$ cat config.mk
export PLATFORM = sky130hd
export DESIGN_NAME = inverse_block_decorrelating_transform_3d
export DESIGN_NICKNAME = d
export VERILOG_FILES = /design/src/ibdt_pkg.sv /design/src/inverse_block_decorrelating_transform_3d.sv /design/src/ibdt_datapath.sv /design/src/ibdt_controller.sv
export SDC_FILE = /design/constraint.sdc
export NUM_CORES = 2
export LEC_CHECK = 0
export ABC_AREA = 1
export BUFFER_PORTS_ARGS = -buffer_cell sky130_fd_sc_hd__buf_2
export CORE_MARGIN = 2
export CORE_UTILIZATION = 30
export CTS_BUF_LIST = sky130_fd_sc_hd__clkbuf_2 sky130_fd_sc_hd__clkbuf_4 sky130_fd_sc_hd__clkbuf_8
export DETAILED_ROUTE_END_ITERATION = 6
export PLACE_DENSITY = 0.47
export SYNTH_ARGS = -nofsm -noshare
export SYNTH_HDL_FRONTEND = slang
export SYNTH_SLANG_ARGS = --single-unit
$ cat constraint.sdc
create_clock -name clock -period 11.51 [get_ports clock]
set_clock_uncertainty 0.2 [all_clocks]
set_input_delay 1.7265 -clock clock [delete_from_list [all_inputs] [get_ports clock]]
set_output_delay 1.7265 -clock clock [all_outputs]
set_load 0.005 [all_outputs]
$ cat src/ibdt_pkg.sv
// shared types and constants for the inverse block transform
package ibdt_pkg;

   localparam int BLOCK_SIZE = 64;
   localparam int IDX_BITS = 6;

   typedef enum logic [4:0] {
      ST_LOAD  = 5'b00001,
      ST_READ  = 5'b00010,
      ST_LIFT  = 5'b00100,
      ST_WRITE = 5'b01000,
      ST_EMIT  = 5'b10000
   } state_type;

   // controller to datapath commands
   typedef struct packed {
      logic                store_in;
      logic [IDX_BITS-1:0] store_addr;
      logic                rd_en;
      logic [IDX_BITS-1:0] rd_addr;
      logic [1:0]          rd_lane;
      logic                lift;
      logic                lift_end;
      logic                wr_en;
      logic [IDX_BITS-1:0] wr_addr;
      logic [1:0]          wr_lane;
      logic                emit;
      logic                emit_last;
   } ctrl_type;

   // base index of line n (0..15) of pass p; line_addr adds element e at the stride of that pass
   function automatic logic [IDX_BITS-1:0] line_base(input logic [1:0] pass,
                                                     input logic [3:0] n);
      logic [IDX_BITS-1:0] b;
      b = '0;
      unique case (pass)
         2'd0:    b = {2'b00, n[3:2], n[1:0]};
         2'd1:    b = {n[1:0], 2'b00, n[3:2]};
         default: b = {n[3:2], n[1:0], 2'b00};
      endcase
      return b;
   endfunction

   function automatic logic [IDX_BITS-1:0] line_addr(input logic [1:0] pass,
                                                     input logic [3:0] n,
                                                     input logic [1:0] e);
      logic [IDX_BITS-1:0] b;
      logic [IDX_BITS-1:0] a;
      b = line_base(pass, n);
      a = b;
      unique case (pass)
         2'd0:    a = b + {e, 4'b0000};
         2'd1:    a = b + {2'b00, e, 2'b00};
         default: a = b + {4'b0000, e};
      endcase
      return a;
   endfunction

endpackage

$ cat src/inverse_block_decorrelating_transform_3d.sv
// top level of the 4x4x4 inverse decorrelating transform
// Usage: drive req_coefficient with req_start high; a coefficient transfers
// at each rising edge where req_start is high and req_busy is low. Send the
// 64 coefficients of a block in x+4y+16z order, one per cycle if wished.
// After the 64th, req_busy rises and the block runs 48 line lifts, each a
// read phase, a lift phase and a write phase on the single block store
// port. Then 64 results leave on consecutive cycles, rsp_valid marking
// each and rsp_last the 64th; the first appears after emission begins,
// through the store read register and the output register. The receiver
// cannot stall: each result is on the rsp ports for exactly one cycle.
// Synchronous reset returns the sequencer to loading with a zero count and
// clears the strobes; the block store contents are not cleared.
module inverse_block_decorrelating_transform_3d #(
   parameter int VALUE_BITS = 32
) (
   input  logic               clock,
   input  logic               reset,
   input  logic               req_start,
   output logic               req_busy,
   input  logic signed [31:0] req_coefficient,
   output logic               rsp_valid,
   output logic signed [31:0] rsp_sample,
   output logic               rsp_last
);
   import ibdt_pkg::*;

   ctrl_type ctrl;
   logic     busy_core;

   ibdt_controller u_ctrl (
      .clock     (clock),
      .reset     (reset),
      .req_start (req_start),
      .req_busy  (busy_core),
      .ctrl      (ctrl)
   );

   ibdt_datapath #(.VALUE_BITS(VALUE_BITS)) u_dp (
      .clock           (clock),
      .reset           (reset),
      .ctrl            (ctrl),
      .req_coefficient (req_coefficient),
      .rsp_sample      (rsp_sample),
      .rsp_valid       (rsp_valid),
      .rsp_last        (rsp_last)
   );

   assign req_busy = busy_core;

endmodule

$ cat src/ibdt_datapath.sv
// block store, line registers and the shared lifting unit
module ibdt_datapath #(
   parameter int VALUE_BITS = 32
) (
   input  logic                clock,
   input  logic                reset,
   input  ibdt_pkg::ctrl_type  ctrl,
   input  logic signed [31:0]  req_coefficient,
   output logic signed [31:0]  rsp_sample,
   output logic                rsp_valid,
   output logic                rsp_last
);
   import ibdt_pkg::*;

   localparam int VB = VALUE_BITS;

   logic [VB-1:0] mem [BLOCK_SIZE];
   logic [VB-1:0] rd_data_ff;
   logic          rd_v_ff;
   logic [1:0]    rd_lane_ff;
   logic [VB-1:0] line_ff [4];
   logic [VB-1:0] line_in [4];
   logic [VB-1:0] wr_data;
   logic [VB-1:0] a0, b0, c0, d0, b1, d1, b2, c1, a1, d2, b3, c2, d3, a2;
   logic          rsp_valid_ff;
   logic          rsp_last_ff;
   logic [31:0]   rsp_sample_ff;
   logic          emit_d_ff;
   logic          emit_last_d_ff;

   function automatic logic [VB-1:0] asr1(input logic [VB-1:0] v);
      return {v[VB-1], v[VB-1:1]};
   endfunction

   always_comb begin
      a0 = line_ff[0];
      b0 = line_ff[1];
      c0 = line_ff[2];
      d0 = line_ff[3];
      // first half of the lifting sequence
      b1 = b0 + asr1(d0);
      d1 = d0 - asr1(b1);
      b2 = b1 + d1;
      c1 = c0 + a0;
      a1 = {a0[VB-2:0], 1'b0} - c1;
      // second half, applied to the line left by the first half
      d2 = {d0[VB-2:0], 1'b0} - b0;
      b3 = b0 + c0;
      c2 = {c0[VB-2:0], 1'b0} - b3;
      d3 = d2 + a0;
      a2 = {a0[VB-2:0], 1'b0} - d3;
      for (int i = 0; i < 4; i++) line_in[i] = line_ff[i];
      if (ctrl.lift) begin
         line_in[0] = a1;
         line_in[1] = b2;
         line_in[2] = c1;
         line_in[3] = d1;
      end else if (ctrl.lift_end) begin
         line_in[0] = a2;
         line_in[1] = b3;
         line_in[2] = c2;
         line_in[3] = d3;
      end else if (rd_v_ff) begin
         line_in[rd_lane_ff] = rd_data_ff;
      end
      wr_data = line_ff[ctrl.wr_lane];
   end

   always_ff @(posedge clock) begin
      if (ctrl.store_in) begin
         mem[ctrl.store_addr] <= VB'(req_coefficient);
      end else if (ctrl.wr_en) begin
         mem[ctrl.wr_addr] <= wr_data;
      end
      if (ctrl.emit) rd_data_ff <= mem[ctrl.rd_addr];
      else if (ctrl.rd_en) rd_data_ff <= mem[ctrl.rd_addr];
      rd_lane_ff <= ctrl.rd_lane;
      for (int i = 0; i < 4; i++) line_ff[i] <= line_in[i];
      if (emit_d_ff) rsp_sample_ff <= rd_data_ff[31:0];
   end

   always_ff @(posedge clock) begin
      if (reset) begin
         rd_v_ff <= 1'b0;
         emit_d_ff <= 1'b0;
         emit_last_d_ff <= 1'b0;
         rsp_valid_ff <= 1'b0;
         rsp_last_ff <= 1'b0;
      end else begin
         rd_v_ff <= ctrl.rd_en;
         emit_d_ff <= ctrl.emit;
         emit_last_d_ff <= ctrl.emit_last;
         rsp_valid_ff <= emit_d_ff;
         rsp_last_ff <= emit_d_ff & emit_last_d_ff;
      end
   end

   assign rsp_sample = rsp_sample_ff;
   assign rsp_valid = rsp_valid_ff;
   assign rsp_last = rsp_last_ff;

   a_last_with_valid: assert property (@(posedge clock) disable iff (reset)
      rsp_last |-> rsp_valid) else $error("last without strobe");
   a_valid_follows_emit: assert property (@(posedge clock) disable iff (reset)
      ctrl.emit |-> ##2 rsp_valid) else $error("emit lost");
   a_no_lift_during_write: assert property (@(posedge clock) disable iff (reset)
      !((ctrl.lift || ctrl.lift_end) && ctrl.wr_en)) else $error("lift during write");

endmodule

$ cat src/ibdt_controller.sv
// sequencer: load, three lifting passes over 16 lines each, then emit
module ibdt_controller (
   input  logic               clock,
   input  logic               reset,
   input  logic               req_start,
   output logic               req_busy,
   output ibdt_pkg::ctrl_type ctrl
);
   import ibdt_pkg::*;

   state_type     state_ff, state_in;
   logic [6:0]    cnt_ff, cnt_in;
   logic [1:0]    pass_ff, pass_in;
   logic [3:0]    line_ff, line_in;
   logic [2:0]    step_ff, step_in;

   always_comb begin
      state_in = state_ff;
      cnt_in = cnt_ff;
      pass_in = pass_ff;
      line_in = line_ff;
      step_in = step_ff;
      ctrl = '0;
      ctrl.rd_addr = line_addr(pass_ff, line_ff, step_ff[1:0]);
      ctrl.rd_lane = step_ff[1:0];
      ctrl.wr_addr = line_addr(pass_ff, line_ff, step_ff[1:0]);
      ctrl.wr_lane = step_ff[1:0];
      ctrl.store_addr = cnt_ff[5:0];
      unique case (state_ff)
         ST_LOAD: begin
            if (req_start) begin
               ctrl.store_in = 1'b1;
               cnt_in = cnt_ff + 7'd1;
               if (cnt_ff[5:0] == 6'd63) begin
                  cnt_in = '0;
                  pass_in = '0;
                  line_in = '0;
                  step_in = '0;
                  state_in = ST_READ;
               end
            end
         end
         ST_READ: begin
            // four reads; the last one passes the read data register into the line before the lift
            ctrl.rd_en = (step_ff <= 3'd3);
            step_in = step_ff + 3'd1;
            if (step_ff == 3'd4) begin
               step_in = '0;
               state_in = ST_LIFT;
            end
         end
         ST_LIFT: begin
            // lifting sequence split into a lift step and a lift_end step
            step_in = step_ff + 3'd1;
            if (step_ff == 3'd0) begin
               ctrl.lift = 1'b1;
            end else begin
               ctrl.lift_end = 1'b1;
               step_in = '0;
               state_in = ST_WRITE;
            end
         end
         ST_WRITE: begin
            ctrl.wr_en = 1'b1;
            step_in = step_ff + 3'd1;
            if (step_ff == 3'd3) begin
               step_in = '0;
               line_in = line_ff + 4'd1;
               state_in = ST_READ;
               if (line_ff == 4'd15) begin
                  pass_in = pass_ff + 2'd1;
                  if (pass_ff == 2'd2) begin
                     state_in = ST_EMIT;
                     cnt_in = '0;
                  end
               end
            end
         end
         ST_EMIT: begin
            ctrl.emit = 1'b1;
            ctrl.rd_addr = cnt_ff[5:0];
            ctrl.emit_last = (cnt_ff[5:0] == 6'd63);
            cnt_in = cnt_ff + 7'd1;
            if (cnt_ff[5:0] == 6'd63) begin
               cnt_in = '0;
               state_in = ST_LOAD;
            end
         end
         default: state_in = ST_LOAD;
      endcase
   end

   // tracks the last results through the read and output registers as they leave
   logic [1:0] tail_ff;
   always_ff @(posedge clock) begin
      if (reset) begin
         state_ff <= ST_LOAD;
         cnt_ff <= '0;
         pass_ff <= '0;
         line_ff <= '0;
         step_ff <= '0;
         tail_ff <= '0;
      end else begin
         state_ff <= state_in;
         cnt_ff <= cnt_in;
         pass_ff <= pass_in;
         line_ff <= line_in;
         step_ff <= step_in;
         tail_ff <= {tail_ff[0], ctrl.emit_last};
      end
   end

   assign req_busy = (state_ff != ST_LOAD);

   a_onehot: assert property (@(posedge clock) disable iff (reset)
      $onehot(state_ff)) else $error("state not one-hot");
   a_emit_len: assert property (@(posedge clock) disable iff (reset)
      (state_ff == ST_EMIT && cnt_ff[5:0] == 6'd63) |=> state_ff == ST_LOAD)
      else $error("emit did not end");
   a_no_accept_busy: assert property (@(posedge clock) disable iff (reset)
      ctrl.store_in |-> state_ff == ST_LOAD) else $error("store while busy");
   a_tail: assert property (@(posedge clock) disable iff (reset)
      tail_ff[1] |-> state_ff == ST_LOAD) else $error("tail overlap");

endmodule
==> impl_metrics.json <==
{
  "rrSetupSlack_ns": 3.73,
  "drive_gt1_share_pct": 10.7,
  "ioPinCount": 70,
  "grt_use_total_pct": 19.6,
  "synth_area_leaders": "edfxtp_1 61%, inv_1 5.3%, a21oi_1 5.1%, o21ai_0 4.9%, nand2_1 4.3%",
  "crit_top_cell": "nand3_1",
  "cts_resized": 0,
  "ys_seq_area_share_pct": 61.7,
  "final.period_utilization_pct": 67.6,
  "cts-root-buf": "clkbuf_8",
  "violations": "capacitance limit, slew limit",
  "max_slew_margin_pct": -2.10,
  "antenna_found_initial": 31,
  "fin_crit_ns": 7.78,
  "dp_hpwl_mm": 230,
  "synth_top_area_cell": "edfxtp_1",
  "coreArea_mm2": 0.365,
  "worst_pin_slew_ns": 1.52,
  "area_delta_synth_final_pct": 13.0,
  "startpoint": "u_dp.line_ff[1][0]$_DFFE_PP_",
  "die-area_mm2": 0.371,
  "cpMaxStageDelayCell": "nor4_1",
  "crit_end": "u_dp.line_ff[1][31]$_DFFE_PP_",
  "cts_num_sinks": 2269,
  "clockBufferDepth": 4,
  "yosysMostFrequentCell": "edfxtp_1",
  "htree_num_levels": 5,
  "drcViolationCount": 0,
  "ant_nets": 0,
  "dpl_cell_area_mm2": 0.117,
  "finalHoldViolCount": 0,
  "crit_type": "flip-flop to flip-flop",
  "yosysUniqueCellTypes": 78,
  "yosys_most_used_dff": "edfxtp_1",
  "fmax_ghz": 0.129,
  "yosysWarningCount": 0,
  "drt-pass1-iter-count": 6,
  "crit_path_start_kind": "flip-flop",
  "maxSlewViolCount": 3,
  "grt.overflow.total": 0,
  "dieHeight_um": 609,
  "setup_tns_ns": 0,
  "worstPathArrival_ns": 8.39,
  "cts-buffers-inserted": 397,
  "cts_tree": "yes",
  "end_kind": "flip-flop",
  "worst_r2r_path_depth": 31,
  "grt_max_degree": 211,
  "powerDensity_mw_per_mm2": 247,
  "clk_latency_ns": 1.10,
  "netlist_area_mm2": 0.110,
  "synth_common_cells": "2,240 x edfxtp_1, 1,558 x inv_1, 1,267 x nand2_1",
  "cts_hold_buffers": 0,
  "start_util_pct": 30.1,
  "ys_ff_latch": 2269,
  "rsz0062_at_grt": "false",
  "cap_violations": 1,
  "cts_setup_buffers": 0,
  "r2r_end": "u_dp.line_ff[1][31]$_DFFE_PP_",
  "layout.nets": 10800,
  "synth_edf_count": 2240,
  "route.vias.total": 79800,
  "avgRoutedWirePerCell_um": 24.1,
  "cp.required_ns": 12.13,
  "ys_async_sr_fraction_pct": 0,
  "cp_max_fo": 8,
  "hold_class": "flip-flop to flip-flop",
  "first_global_vias": 76800,
  "finalPower_uw": 30700,
  "wl_mm": 376,
  "r2r_start": "u_dp.line_ff[1][0]$_DFFE_PP_",
  "syn_nets": 10700,
  "leakage_uw": 0.0463,
  "synth_top_area_share_pct": 61.2,
  "grt_first_pass_wirelength_mm": 538,
  "rows": 222,
  "viasPerCell": 5.11,
  "drtIter0Drc": 8261,
  "synth_cells": 10300,
  "post-route-cell-area_mm2": 0.124,
  "avgSynthCellArea_um2": 10.7,
  "setup_violations": 0,
  "outcome": "finished, violations left",
  "io_buffers": 69,
  "vdd_drop_max_mv": 0.262,
  "max_stage_delay_ns": 1.24,
  "place.gp.congestion": 0.936,
  "die_w_um": 609,
  "clk_pin_slew_worst_paths_ns": 0.06
}
-- cell type report --
cell class | instances | area [um^2]
antenna | 21 | 52.6
sequential | 2269 | 67800
timing repair buffer | 274 | 2020
clock buffer | 543 | 6620
fill | 36500 | 241000
multi-input combinational | 5952 | 34700
tap | 4816 | 6030
clock inverter | 173 | 1060
inverter | 1578 | 5940
-- registers in the layout, summed over array words and instances, names as in the netlist, named ones only --
name                 count
u_ctrl.step_ff           3
u_dp.rsp_valid           1
u_dp.mem              2048
u_dp.rd_data_ff         32
u_ctrl.pass_ff           2
u_dp.line_ff           128
u_dp.emit_last_d_ff      1
u_ctrl.state_ff          5
u_dp.rsp_sample         32
u_dp.rd_lane_ff          2
u_dp.rd_v_ff             1
u_ctrl.line_ff           4
u_ctrl.cnt_ff            6
u_dp.emit_d_ff           1
u_dp.rsp_last            1
-- logic make-up (layout without fill, tap and decap cells) --
kind of cell	Yosys count	count (layout)	synth area share (%)
other cells	0	21	0
compound gates	3268	3268	16.9
xor+xnor	178	178	1.44
flops	2269	2269	61.7
fa+ha+maj	319	319	3.89
buf+inv	2104	2568	7.74
mux	1	1	0.00910
simple gates	2186	2186	8.36
-- cell usage in the layout (no fill, tap or decap), types with 66 or more instances in the layout --
| master | synthesis | final |
|---|---|---|
| nor2_4 | 1 | 66 |
| o21ai_1 | 160 | 158 |
| nand2_1 | 1267 | 1266 |
| clkinv_1 | 3 | 107 |
| nor2_1 | 379 | 314 |
| buf_2 | 217 | 69 |
| a31oi_1 | 256 | 223 |
| o21ai_0 | 1079 | 1073 |
| ha_1 | 281 | 281 |
| a21oi_1 | 1112 | 1112 |
| buf_4 | 37 | 194 |
| o211ai_1 | 340 | 340 |
| clkbuf_8 | 0 | 406 |
| inv_1 | 1558 | 1557 |
| xor2_1 | 110 | 110 |
| clkbuf_4 | 0 | 137 |
| nand3_1 | 212 | 212 |
| edfxtp_1 | 2240 | 2240 |
| nor3_1 | 189 | 185 |
-- metal layers --
layer / routed length, um / global-route usage [%] / part of all wire [%]
met2: 169000 / 31.2 / 45
met5: 28 / 0 / 0.0074
met1: 171000 / 27.8 / 45
met3: 25200 / 2.62 / 6.7
met4: 11100 / 5.68 / 2.9
-- per-stage QoR --
step / utilization (%) / setup slack, ns / instances / hold slack (ns)
floorplan: - / 6.12 / 10300 / 0.195
global placement: 31.9 / 3.92 / 14900 / 0.250
detailed placement: 31.9 / 3.95 / 14900 / 0.241
CTS: 34.0 / 3.95 / 15600 / 0.235
global route: 34.0 / 3.67 / 15600 / 0.256
finish: 34.0 / 3.73 / 15600 / 0.229
-- power by group --
group	switching [uW]	total (uW)	internal, uW
logic	10100	13800	3700
registers	152	9530	9380
clock network	3460	7340	3880
-- worst max-delay path: cells and delay by family, from the launching register on --
kind	cells	cell delay [ns]
flops	1	0.52
fa+ha+maj	4	1.53
compound gates	6	1.01
xor+xnor	1	0.13
simple gates	17	3.83
buf+inv	3	0.29
-- how the worst min path moves through the flow --
stage / cells after the start / from / slack, ns / end
global placement: 2 / u_dp.emit_last_d_ff$_SDFF_PP0_ / 0.25 / u_dp.rsp_last$_SDFF_PP0_
detailed placement: 2 / u_dp.emit_last_d_ff$_SDFF_PP0_ / 0.24 / u_dp.rsp_last$_SDFF_PP0_
global route: 2 / u_dp.emit_last_d_ff$_SDFF_PP0_ / 0.26 / u_dp.rsp_last$_SDFF_PP0_
CTS: 2 / u_dp.emit_last_d_ff$_SDFF_PP0_ / 0.24 / u_dp.rsp_last$_SDFF_PP0_
floorplan: 2 / u_dp.emit_last_d_ff$_SDFF_PP0_ / 0.20 / u_dp.rsp_last$_SDFF_PP0_
finish: 2 / u_dp.emit_last_d_ff$_SDFF_PP0_ / 0.23 / u_dp.rsp_last$_SDFF_PP0_
(Power assumes the default switching activity.)
